===== src/rtl/core/ed_pkg.sv =====
`timescale 1ns / 1ps
// ----------------------------------------------------------------------------
// ed_pkg
// Types and constants shared by the Euclidean distance controller, datapath
// and top level.
// ----------------------------------------------------------------------------
package ed_pkg;

  localparam int unsigned ElemW   = 32;
  localparam int unsigned TypeW   = 2;
  localparam int unsigned ProdW   = 2 * ElemW;
  localparam int unsigned AccW    = 76;
  localparam int unsigned RootW   = AccW / 2;
  localparam int unsigned RemW    = RootW + 2;
  localparam int unsigned StepW   = $clog2(RootW);

  // Element type register codes.
  typedef enum logic [TypeW-1:0] {
    TYPE_INT8  = 2'd0,
    TYPE_INT16 = 2'd1,
    TYPE_INT32 = 2'd2,
    TYPE_NONE  = 2'd3
  } elem_type_e;

  localparam elem_type_e TypeReset = TYPE_INT32;

  typedef struct packed {
    logic signed [ElemW-1:0] elem_a;
    logic signed [ElemW-1:0] elem_b;
    logic                    last;
  } in_item_t;

  typedef struct packed {
    logic [RootW-1:0] distance;
    logic             error;
  } out_item_t;

  typedef enum logic [1:0] {
    ST_STREAM,
    ST_DRAIN,
    ST_ROOT,
    ST_OUT
  } ctrl_state_e;

  // Controller to datapath.
  typedef struct packed {
    logic take;       // load the pair into the first stage
    logic add;        // this pair contributes to the sum
    logic root_init;  // clear the root and remainder, latch the error flag
    logic root_step;  // one digit of the square root
    logic out_load;   // move the finished result into the output register
  } ed_cmd_t;

  // Datapath to controller.
  typedef struct packed {
    logic type_ok;    // element type register holds a supported format
    logic last_done;  // the last pair is in the accumulator stage this cycle
    logic out_free;   // the output register can take a result
  } ed_stat_t;

endpackage


===== src/rtl/core/ed_ctrl.sv =====
`timescale 1ns / 1ps
// ----------------------------------------------------------------------------
// ed_ctrl
// Sequencer for the distance block: streams pairs, drains the pipeline on
// the last pair, steps the square root and hands the result out.
// ----------------------------------------------------------------------------
module ed_ctrl #(
  parameter int unsigned MAX_DIM = 1024
) (
  input  logic             clk_i,
  input  logic             rst_ni,
  input  logic             in_valid_i,
  input  logic             in_last_i,
  output logic             in_ready_o,
  input  ed_pkg::ed_stat_t stat_i,
  output ed_pkg::ed_cmd_t  cmd_o
);
  import ed_pkg::*;

  localparam int unsigned CntW = $clog2(MAX_DIM + 1);

  ctrl_state_e      state_q, state_d;
  logic [CntW-1:0]  cnt_q, cnt_d;
  logic [StepW-1:0] step_q, step_d;
  logic             step_last;

  assign step_last = (step_q == StepW'(RootW - 1));

  always_ff @(posedge clk_i or negedge rst_ni) begin
    if (!rst_ni) begin
      state_q <= ST_STREAM;
      cnt_q   <= '0;
      step_q  <= '0;
    end else begin
      state_q <= state_d;
      cnt_q   <= cnt_d;
      step_q  <= step_d;
    end
  end

  always_comb begin
    state_d        = state_q;
    cnt_d          = cnt_q;
    step_d         = step_q;
    in_ready_o     = 1'b0;
    cmd_o          = '0;
    case (state_q)
      ST_STREAM: begin
        in_ready_o = 1'b1;
        cmd_o.add  = stat_i.type_ok && (cnt_q < CntW'(MAX_DIM));
        if (in_valid_i) begin
          cmd_o.take = 1'b1;
          if (in_last_i) begin
            cnt_d   = '0;
            state_d = ST_DRAIN;
          end else if (cmd_o.add) begin
            cnt_d = cnt_q + 1'b1;
          end
        end
      end
      ST_DRAIN: begin
        // Wait for the last pair to reach the accumulator.
        if (stat_i.last_done) begin
          cmd_o.root_init = 1'b1;
          step_d          = '0;
          state_d         = ST_ROOT;
        end
      end
      ST_ROOT: begin
        cmd_o.root_step = 1'b1;
        step_d          = step_q + 1'b1;
        if (step_last) begin
          state_d = ST_OUT;
        end
      end
      ST_OUT: begin
        if (stat_i.out_free) begin
          cmd_o.out_load = 1'b1;
          state_d        = ST_STREAM;
        end
      end
      default: begin
        state_d = ST_STREAM;
      end
    endcase
  end

  a_cnt_bound : assert property (@(posedge clk_i) disable iff (!rst_ni)
    cnt_q <= CntW'(MAX_DIM))
    else $error("pair count passed its limit");

  a_root_len : assert property (@(posedge clk_i) disable iff (!rst_ni)
    (state_q == ST_ROOT && step_last) |=> (state_q == ST_OUT))
    else $error("square root did not finish after its last digit");

  a_cnt_clear : assert property (@(posedge clk_i) disable iff (!rst_ni)
    (state_q == ST_ROOT) |-> (cnt_q == '0))
    else $error("pair count not cleared after the last item");

endmodule


===== src/rtl/core/ed_datapath.sv =====
`timescale 1ns / 1ps
// ----------------------------------------------------------------------------
// ed_datapath
// Element format register, difference and square pipeline, 76-bit
// accumulator, digit-by-digit square root and output register.
// ----------------------------------------------------------------------------
module ed_datapath (
  input  logic                 clk_i,
  input  logic                 rst_ni,
  input  logic                 cfg_we_i,
  input  logic [1:0]           cfg_wdata_i,
  input  ed_pkg::in_item_t     in_item_i,
  input  ed_pkg::ed_cmd_t      cmd_i,
  output ed_pkg::ed_stat_t     stat_o,
  output logic                 out_valid_o,
  input  logic                 out_ready_i,
  output ed_pkg::out_item_t    out_item_o
);
  import ed_pkg::*;

  elem_type_e          type_q;

  // First stage: absolute difference.
  logic                a_valid_q, a_last_q, a_add_q, a_err_q;
  logic [ElemW-1:0]    a_abs_q;
  logic signed [ElemW:0] ext_a, ext_b, diff;
  logic [ElemW:0]      abs_d;

  // Second stage: square.
  logic                b_valid_q, b_last_q, b_add_q, b_err_q;
  logic [ProdW-1:0]    b_prod_q, prod_d;

  logic [AccW-1:0]     acc_q;
  logic [RootW-1:0]    root_q;
  logic [RemW-1:0]     rem_q;
  logic [RemW+1:0]     rem_sh, trial;
  logic                err_q;

  logic                out_valid_q;
  out_item_t           out_item_q;

  always_comb begin
    case (type_q)
      TYPE_INT8: begin
        ext_a = (ElemW+1)'($signed(in_item_i.elem_a[7:0]));
        ext_b = (ElemW+1)'($signed(in_item_i.elem_b[7:0]));
      end
      TYPE_INT16: begin
        ext_a = (ElemW+1)'($signed(in_item_i.elem_a[15:0]));
        ext_b = (ElemW+1)'($signed(in_item_i.elem_b[15:0]));
      end
      default: begin
        ext_a = (ElemW+1)'(in_item_i.elem_a);
        ext_b = (ElemW+1)'(in_item_i.elem_b);
      end
    endcase
    diff  = ext_a - ext_b;
    abs_d = diff[ElemW] ? ((ElemW+1)'(0) - diff) : diff;
  end

  assign prod_d = ProdW'(a_abs_q) * ProdW'(a_abs_q);

  // One root digit: bring down two radicand bits and try (root << 2) | 1.
  assign rem_sh = {rem_q, acc_q[AccW-1 -: 2]};
  assign trial  = {2'b00, root_q, 2'b01};

  always_ff @(posedge clk_i or negedge rst_ni) begin
    if (!rst_ni) begin
      type_q      <= TypeReset;
      a_valid_q   <= 1'b0;
      b_valid_q   <= 1'b0;
      out_valid_q <= 1'b0;
      acc_q       <= '0;
    end else begin
      if (cfg_we_i) begin
        type_q <= elem_type_e'(cfg_wdata_i);
      end
      a_valid_q <= cmd_i.take;
      b_valid_q <= a_valid_q;
      if (b_valid_q && b_add_q) begin
        acc_q <= acc_q + AccW'(b_prod_q);
      end else if (cmd_i.root_step) begin
        // The radicand shifts out as the root is built, leaving zero.
        acc_q <= {acc_q[AccW-3:0], 2'b00};
      end
      if (cmd_i.out_load) begin
        out_valid_q <= 1'b1;
      end else if (out_ready_i) begin
        out_valid_q <= 1'b0;
      end
    end
  end

  always_ff @(posedge clk_i) begin
    if (cmd_i.take) begin
      a_abs_q  <= abs_d[ElemW-1:0];
      a_last_q <= in_item_i.last;
      a_add_q  <= cmd_i.add;
      a_err_q  <= (type_q == TYPE_NONE);
    end
    b_prod_q <= prod_d;
    b_last_q <= a_last_q;
    b_add_q  <= a_add_q;
    b_err_q  <= a_err_q;
    if (cmd_i.root_init) begin
      root_q <= '0;
      rem_q  <= '0;
      err_q  <= b_err_q;
    end else if (cmd_i.root_step) begin
      if (rem_sh >= trial) begin
        rem_q  <= RemW'(rem_sh - trial);
        root_q <= {root_q[RootW-2:0], 1'b1};
      end else begin
        rem_q  <= rem_sh[RemW-1:0];
        root_q <= {root_q[RootW-2:0], 1'b0};
      end
    end
    if (cmd_i.out_load) begin
      out_item_q.distance <= err_q ? '0 : root_q;
      out_item_q.error    <= err_q;
    end
  end

  assign stat_o.type_ok   = (type_q != TYPE_NONE);
  assign stat_o.last_done = b_valid_q && b_last_q;
  assign stat_o.out_free  = !out_valid_q || out_ready_i;

  assign out_valid_o = out_valid_q;
  assign out_item_o  = out_item_q;

  a_acc_cleared : assert property (@(posedge clk_i) disable iff (!rst_ni)
    cmd_i.out_load |-> (acc_q == '0))
    else $error("accumulator not empty when the result is loaded");

  a_pipe_idle : assert property (@(posedge clk_i) disable iff (!rst_ni)
    cmd_i.root_step |-> (!a_valid_q && !b_valid_q))
    else $error("pair still in flight during the square root");

  a_no_overrun : assert property (@(posedge clk_i) disable iff (!rst_ni)
    cmd_i.out_load |-> !(out_valid_q && !out_ready_i))
    else $error("result loaded over one not yet taken");

endmodule


===== src/rtl/core/euclidean_distance.sv =====
`timescale 1ns / 1ps
// ----------------------------------------------------------------------------
// euclidean_distance
// Streaming L2 distance between two signed integer vectors.
// ----------------------------------------------------------------------------
// Each input item carries one element pair and a last flag; pairs are taken one
// per cycle and their squared differences summed exactly in a 76-bit
// accumulator, up to MAX_DIM pairs per vector (further pairs add nothing). The
// item marked last closes the vector: input ready then drops while the
// difference and square stages drain, the digit-by-digit square root builds
// its 38-bit result (one result bit per cycle) and the output register is
// loaded once the previous result has been taken. The
// result item carries the floor square root of the sum, or zero with the error
// flag set if the element type register held the unsupported code when the
// last item arrived. The element type register (0 int8, 1 int16, 2 int32 at
// reset) should only be written while no vector is in progress.
module euclidean_distance #(
  parameter int unsigned MAX_DIM = 1024
) (
  input  logic              clk_i,
  input  logic              rst_ni,
  input  logic              cfg_we_i,
  input  logic [1:0]        cfg_wdata_i,
  input  logic              in_valid_i,
  output logic              in_ready_o,
  input  ed_pkg::in_item_t  in_item_i,
  output logic              out_valid_o,
  input  logic              out_ready_i,
  output ed_pkg::out_item_t out_item_o
);
  import ed_pkg::*;

  ed_cmd_t  cmd;
  ed_stat_t stat;

  ed_ctrl #(
    .MAX_DIM (MAX_DIM)
  ) u_ctrl (
    .clk_i      (clk_i),
    .rst_ni     (rst_ni),
    .in_valid_i (in_valid_i),
    .in_last_i  (in_item_i.last),
    .in_ready_o (in_ready_o),
    .stat_i     (stat),
    .cmd_o      (cmd)
  );

  ed_datapath u_datapath (
    .clk_i       (clk_i),
    .rst_ni      (rst_ni),
    .cfg_we_i    (cfg_we_i),
    .cfg_wdata_i (cfg_wdata_i),
    .in_item_i   (in_item_i),
    .cmd_i       (cmd),
    .stat_o      (stat),
    .out_valid_o (out_valid_o),
    .out_ready_i (out_ready_i),
    .out_item_o  (out_item_o)
  );

endmodule

===== config.mk =====
export PLATFORM = sky130hd
export DESIGN_NAME = euclidean_distance
export DESIGN_NICKNAME = d
export VERILOG_FILES = /design/src/rtl/core/ed_pkg.sv /design/src/rtl/core/ed_ctrl.sv /design/src/rtl/core/ed_datapath.sv /design/src/rtl/core/euclidean_distance.sv
export SDC_FILE = /design/constraint.sdc
export NUM_CORES = 2
export LEC_CHECK = 0
export ABC_CLOCK_PERIOD_IN_PS = 10300
export BUFFER_PORTS_ARGS = -buffer_cell sky130_fd_sc_hd__buf_2
export CAP_MARGIN = 5
export CELL_PAD_IN_SITES_DETAIL_PLACEMENT = 1
export CELL_PAD_IN_SITES_GLOBAL_PLACEMENT = 1
export CORE_ASPECT_RATIO = 1.1
export CORE_MARGIN = 4
export CORE_UTILIZATION = 30
export CTS_CLUSTER_DIAMETER = 100
export DETAILED_ROUTE_END_ITERATION = 16
export GPL_ROUTABILITY_DRIVEN = 0
export PLACE_DENSITY_LB_ADDON = 0.15
export SYNTH_ARGS = -nofsm -noshare
export SYNTH_HDL_FRONTEND = slang
export SYNTH_SLANG_ARGS = --single-unit

===== constraint.sdc =====
create_clock -name clk_i -period 10.3 [get_ports clk_i]
set_input_delay 1.545 -clock clk_i [delete_from_list [all_inputs] [get_ports clk_i]]
set_output_delay 1.545 -clock clk_i [all_outputs]
set_load 0.01 [all_outputs]

==> results <==
- The area share of the largest cell type after synthesis is 31.66%.
- The violation count after the first detailed-route iteration is roughly 1.3k.
- The hold-critical path depth is 0.
- The pre-antenna-repair detailed-routing pass consisted of 5 iterations.
- The average cell area after synthesis is 8.914 um2.
- The critical path's slowest cell is edfxtp_1.
- In this run the worst setup path begins at u_datapath.a_abs_q[22].
- After synthesis, the share of cell area in mux cells is under 10%.
- The number of ports placed on the die boundary is 113.
- The hold-critical path endpoint is u_datapath.b_err_q.
- Static timing analysis puts the maximum clock frequency at approximately 110 MHz.
- The startpoint identified for the worst register-to-register timing path is u_datapath.a_abs_q[22].
- Clock latency on the worst-skew pair, taken at its later pin, is ~0.64 ns.
- In the layout the commonest cells are 1,114 x inv_1, 796 x fa_1, 535 x nand2_1, 439 x ha_1, 296 x a21oi_1.
- Global routing used between 10% and 20% of the available tracks.
- From bottom edge to top edge, the die measures 437.6 um.
- In the final routed layout, each cell accounts on average for a little under 20 um.
- The number of standard cells after synthesis is around 5.6k.
- By area the synthesized netlist is led by fa_1 32%, ha_1 11%, inv_1 8.3%.
- Summed over all layers, the global routing overflow is 0.
- The synthesized-area fraction occupied by ao, oa, aoi and oai cells is about 12%.
- The maximum clock skew at final layout is between 0.05 and 0.06 ns.
- For this run, the slowest stage of the critical path takes around 1.0 ns.
- The CTS tree is built.
- Setup repair after global routing left no endpoint under its margin.
- Of the total synthesized cell area, the portion taken by AND, OR, NAND and NOR gates is 13.53%.
- The worst-case clock buffer depth is 3.
- The number of warnings reported in the yosys synthesis log is 0.
- Counting the fill cells in the layout gives just under 20k.
- The die area is roughly 170,000 um2.
- After detailed placement, the total cell area comes to approximately 53,000 um2.
- The worst reg2reg path endpoint is u_datapath.b_prod_q[63].
- The overall die width is between 300 and 400 um.
- The global-route wire length before repair is between 200,000 and 250,000 um.
- The count of flip-flops with a built-in enable after synthesis is 75.
- The worst path needs just under 9 ns of the cycle, external delays included.
- After detailed routing, the number of vias per cell comes to between 4 and 5.
- The transition at the pin with the smallest max-transition slack is about 1.2 ns.
- Once the floorplan was initialized, standard cells occupied a little under a third of the core.
- The synthesized cell area is just over 50,000 um2.
- The finished cells cover between 50,000 and 60,000 um2.
- After detailed routing, the number of remaining DRC violations is 0.
- The flop-to-flop setup slack is roughly 1.4 ns.
- The cell at the root of the clock tree is clkbuf_16.
- Port buffering added 112 buffers.
- STA puts the critical path data required time at 10.86 ns.
- Entering global routing, the biggest net connects 66 pins.
- The headroom to the max-slew limit is between 20% and 30%.
- Row generation in the floorplan step produced 157 rows.
- The final layout net count is slightly below 7k.
- The largest total area in the synthesized netlist belongs to fa_1.
- The post-cts gate resize count is 0.
- The area growth from synthesis to layout is 8.977%.
- Adding up every negative setup slack in the final design gives 0 ns.
- In the synthesized netlist the dominant register cell turns out to be dfxtp_1.
- Once the clock tree was built, the setup fixing pass inserted 0 buffers.
- The most common cell after layout, fill and taps aside is inv_1.
- The endpoint type of the worst setup path is a flip-flop.
- After clock tree synthesis, the clock-pin slew on the worst setup and hold paths is 0.06 ns.
- The maximum fanout encountered on the critical timing path is 21.
- Synthesis produced a netlist with a net count of approximately 7.0k.
- The number of hold buffers added after cts is 0.
- The level count of the clock H-tree is 2.
- By area, the combinational part of the netlist is dominated by adder cells.
- Detailed routing inserted a total of between 30k and 40k vias.
- The cell depth of the worst flop-to-flop path is 25.
- The tool flagged a number of max-cap violations equal to 0.
- Data on the critical path arrives at its endpoint at between 9 and 10 ns.
- Summing the areas of all fa, ha and maj instances in the mapped netlist gives between 40% and 50% of the synthesized area.
- Buffers inserted during clock tree synthesis total between 40 and 50.
- The core outline area is ~170,000 um2.
- The min-delay analysis places its worst path in the category reg2reg.
- Counting every sink on the clock net gives ~320.
- The final count of negative-setup-slack endpoints is 0.
- In the final layout, the share of cells above drive strength 1 is roughly 5.6%.
- The number of hold violations in the final report is 0.
- In this run the most critical hold path is launched from u_datapath.a_err_q.
- Once detailed placement completed, the half-perimeter wirelength came to 128,200 um.
- Summed over all layers, the routed wires come to between 150,000 and 200,000 um.
- The sequential element share of the synthesized area is around 15%.
- The remaining antenna violation count is 0.
- The critical setup path kind is reg2reg.
- The post-synthesis share of cell area spent on xor and xnor gates is under 10%.
- The netlist uses around 90 different library cells.
- The number of antenna violations at the first check in global routing came to 4.
- The run finished with clean final reports.
- Dividing the final minimum period by the clock period gives 86.12%.
- The cell repeated most along the worst path is fa_1.
- The worst setup path is launched from a flip-flop.
- The via count of the first global-routing pass is 42.49k.
- The synthesis-stage register bit count is approximately 320.
- The fraction of registers with async set or reset after synthesis is a little under a third.
- The count of pins over their slew limit is 0.
[flip-flops by register name, summed over array words and instances (netlist names), 2 cells and up]
signal / count
u_ctrl.state_q: 2
u_datapath.b_prod_q: 63
u_datapath.acc_q: 76
u_datapath.root_q: 38
u_ctrl.cnt_q: 11
u_datapath.out_item_o: 39
u_datapath.type_q: 2
u_datapath.rem_q: 40
u_datapath.a_abs_q: 32
u_ctrl.step_q: 6
[synth_stat cells (7+ instances only)]
cell       number
a41oi_1        10
ha_1          440
a31o_2         15
o211ai_1       24
nor4_1         13
or2_2          21
o2111ai_1       7
dfxtp_1       144
a221o_1         7
edfxtp_1       75
dfrtp_1        99
xor2_1        103
nor2_1        260
o21bai_1       34
o311ai_0        9
nand4_1        47
nand3_1        88
o21a_1         22
inv_1        1114
a31oi_1        63
clkbuf_1      207
a211oi_1       34
fa_1          796
nor2b_1        39
buf_1          23
xnor2_1       144
or3_1          17
a21o_1        122
o21ai_0       211
mux2_2         11
o31ai_1        14
nor3_1         51
a21boi_0       13
nand2_1       535
a21oi_1       296
and2_1        248
nand2b_1       25
a311oi_1        8
mux2i_1        94
and3_1         37
[cells by family (layout without fill, tap and decap cells)]
group           count (synthesis)  count (layout)
buf+inv                      1357            1372
other cells                     0               1
xor+xnor                      247             247
compound gates                965             965
mux                           105             105
flops                         319             319
fa+ha+maj                    1236            1236
simple gates                 1417            1417
[metrics by stage]
| step | worst slack, ns | instances | hold WS [ns] | util (%) |
|---|---|---|---|---|
| after detailed placement | 1.449 | 7809 | 0.3294 | 31.97 |
| after floorplan | 2.658 | 5646 | 0.3233 | - |
| after global routing | 1.067 | 7888 | 0.3467 | 32.93 |
| final | 1.429 | 7888 | 0.3429 | 32.93 |
| after CTS | 1.415 | 7887 | 0.3453 | 32.93 |
| after global placement | 1.513 | 7809 | 0.3273 | 31.97 |
[worst max path at each step]
stage	end
finish	u_datapath.b_prod_q[63]
global placement	u_datapath.b_prod_q[63]
floorplan	u_datapath.b_prod_q[63]
CTS	u_datapath.b_prod_q[63]
detailed placement	u_datapath.b_prod_q[63]
global route	u_datapath.b_prod_q[63]
[routing by layer]
metal	GRT usage, %	vias up	routed length, um
li1	-	18020	-
met2	31.33	482	75810
met1	24.29	19280	72120
met4	3.393	2	2852
met5	0	-	16
met3	2.082	123	5067
[final cells by class]
class | count | area [um2] | share of cell area [%]
Clock buffer | 52 | 1204 | 2.194
Inverter | 1118 | 4197 | 7.651
Clock inverter | 26 | 386.6 | 0.7049
Tap cell | 2226 | 2785 | 5.078
Antenna cell | 1 | 2.502 | 0.004562
Sequential cell | 319 | 7639 | 13.93
Timing Repair Buffer | 176 | 1044 | 1.902
Multi-Input combinational cell | 3970 | 37590 | 68.54
[critical path: cells and delay by family (launching register included)]
family	cells	cell delay, ns
adders and majority gates	9	4.46
xor gates and xnor gates	1	0.14
buffers and inverters	5	0.62
DFF	1	1.04
AOI/OAI and AO/OA	8	1.80
and+or+nand+nor	2	0.72
Power is not shown: default switching activity piles up to over one toggle a cycle in this logic, so the estimate is an artifact.
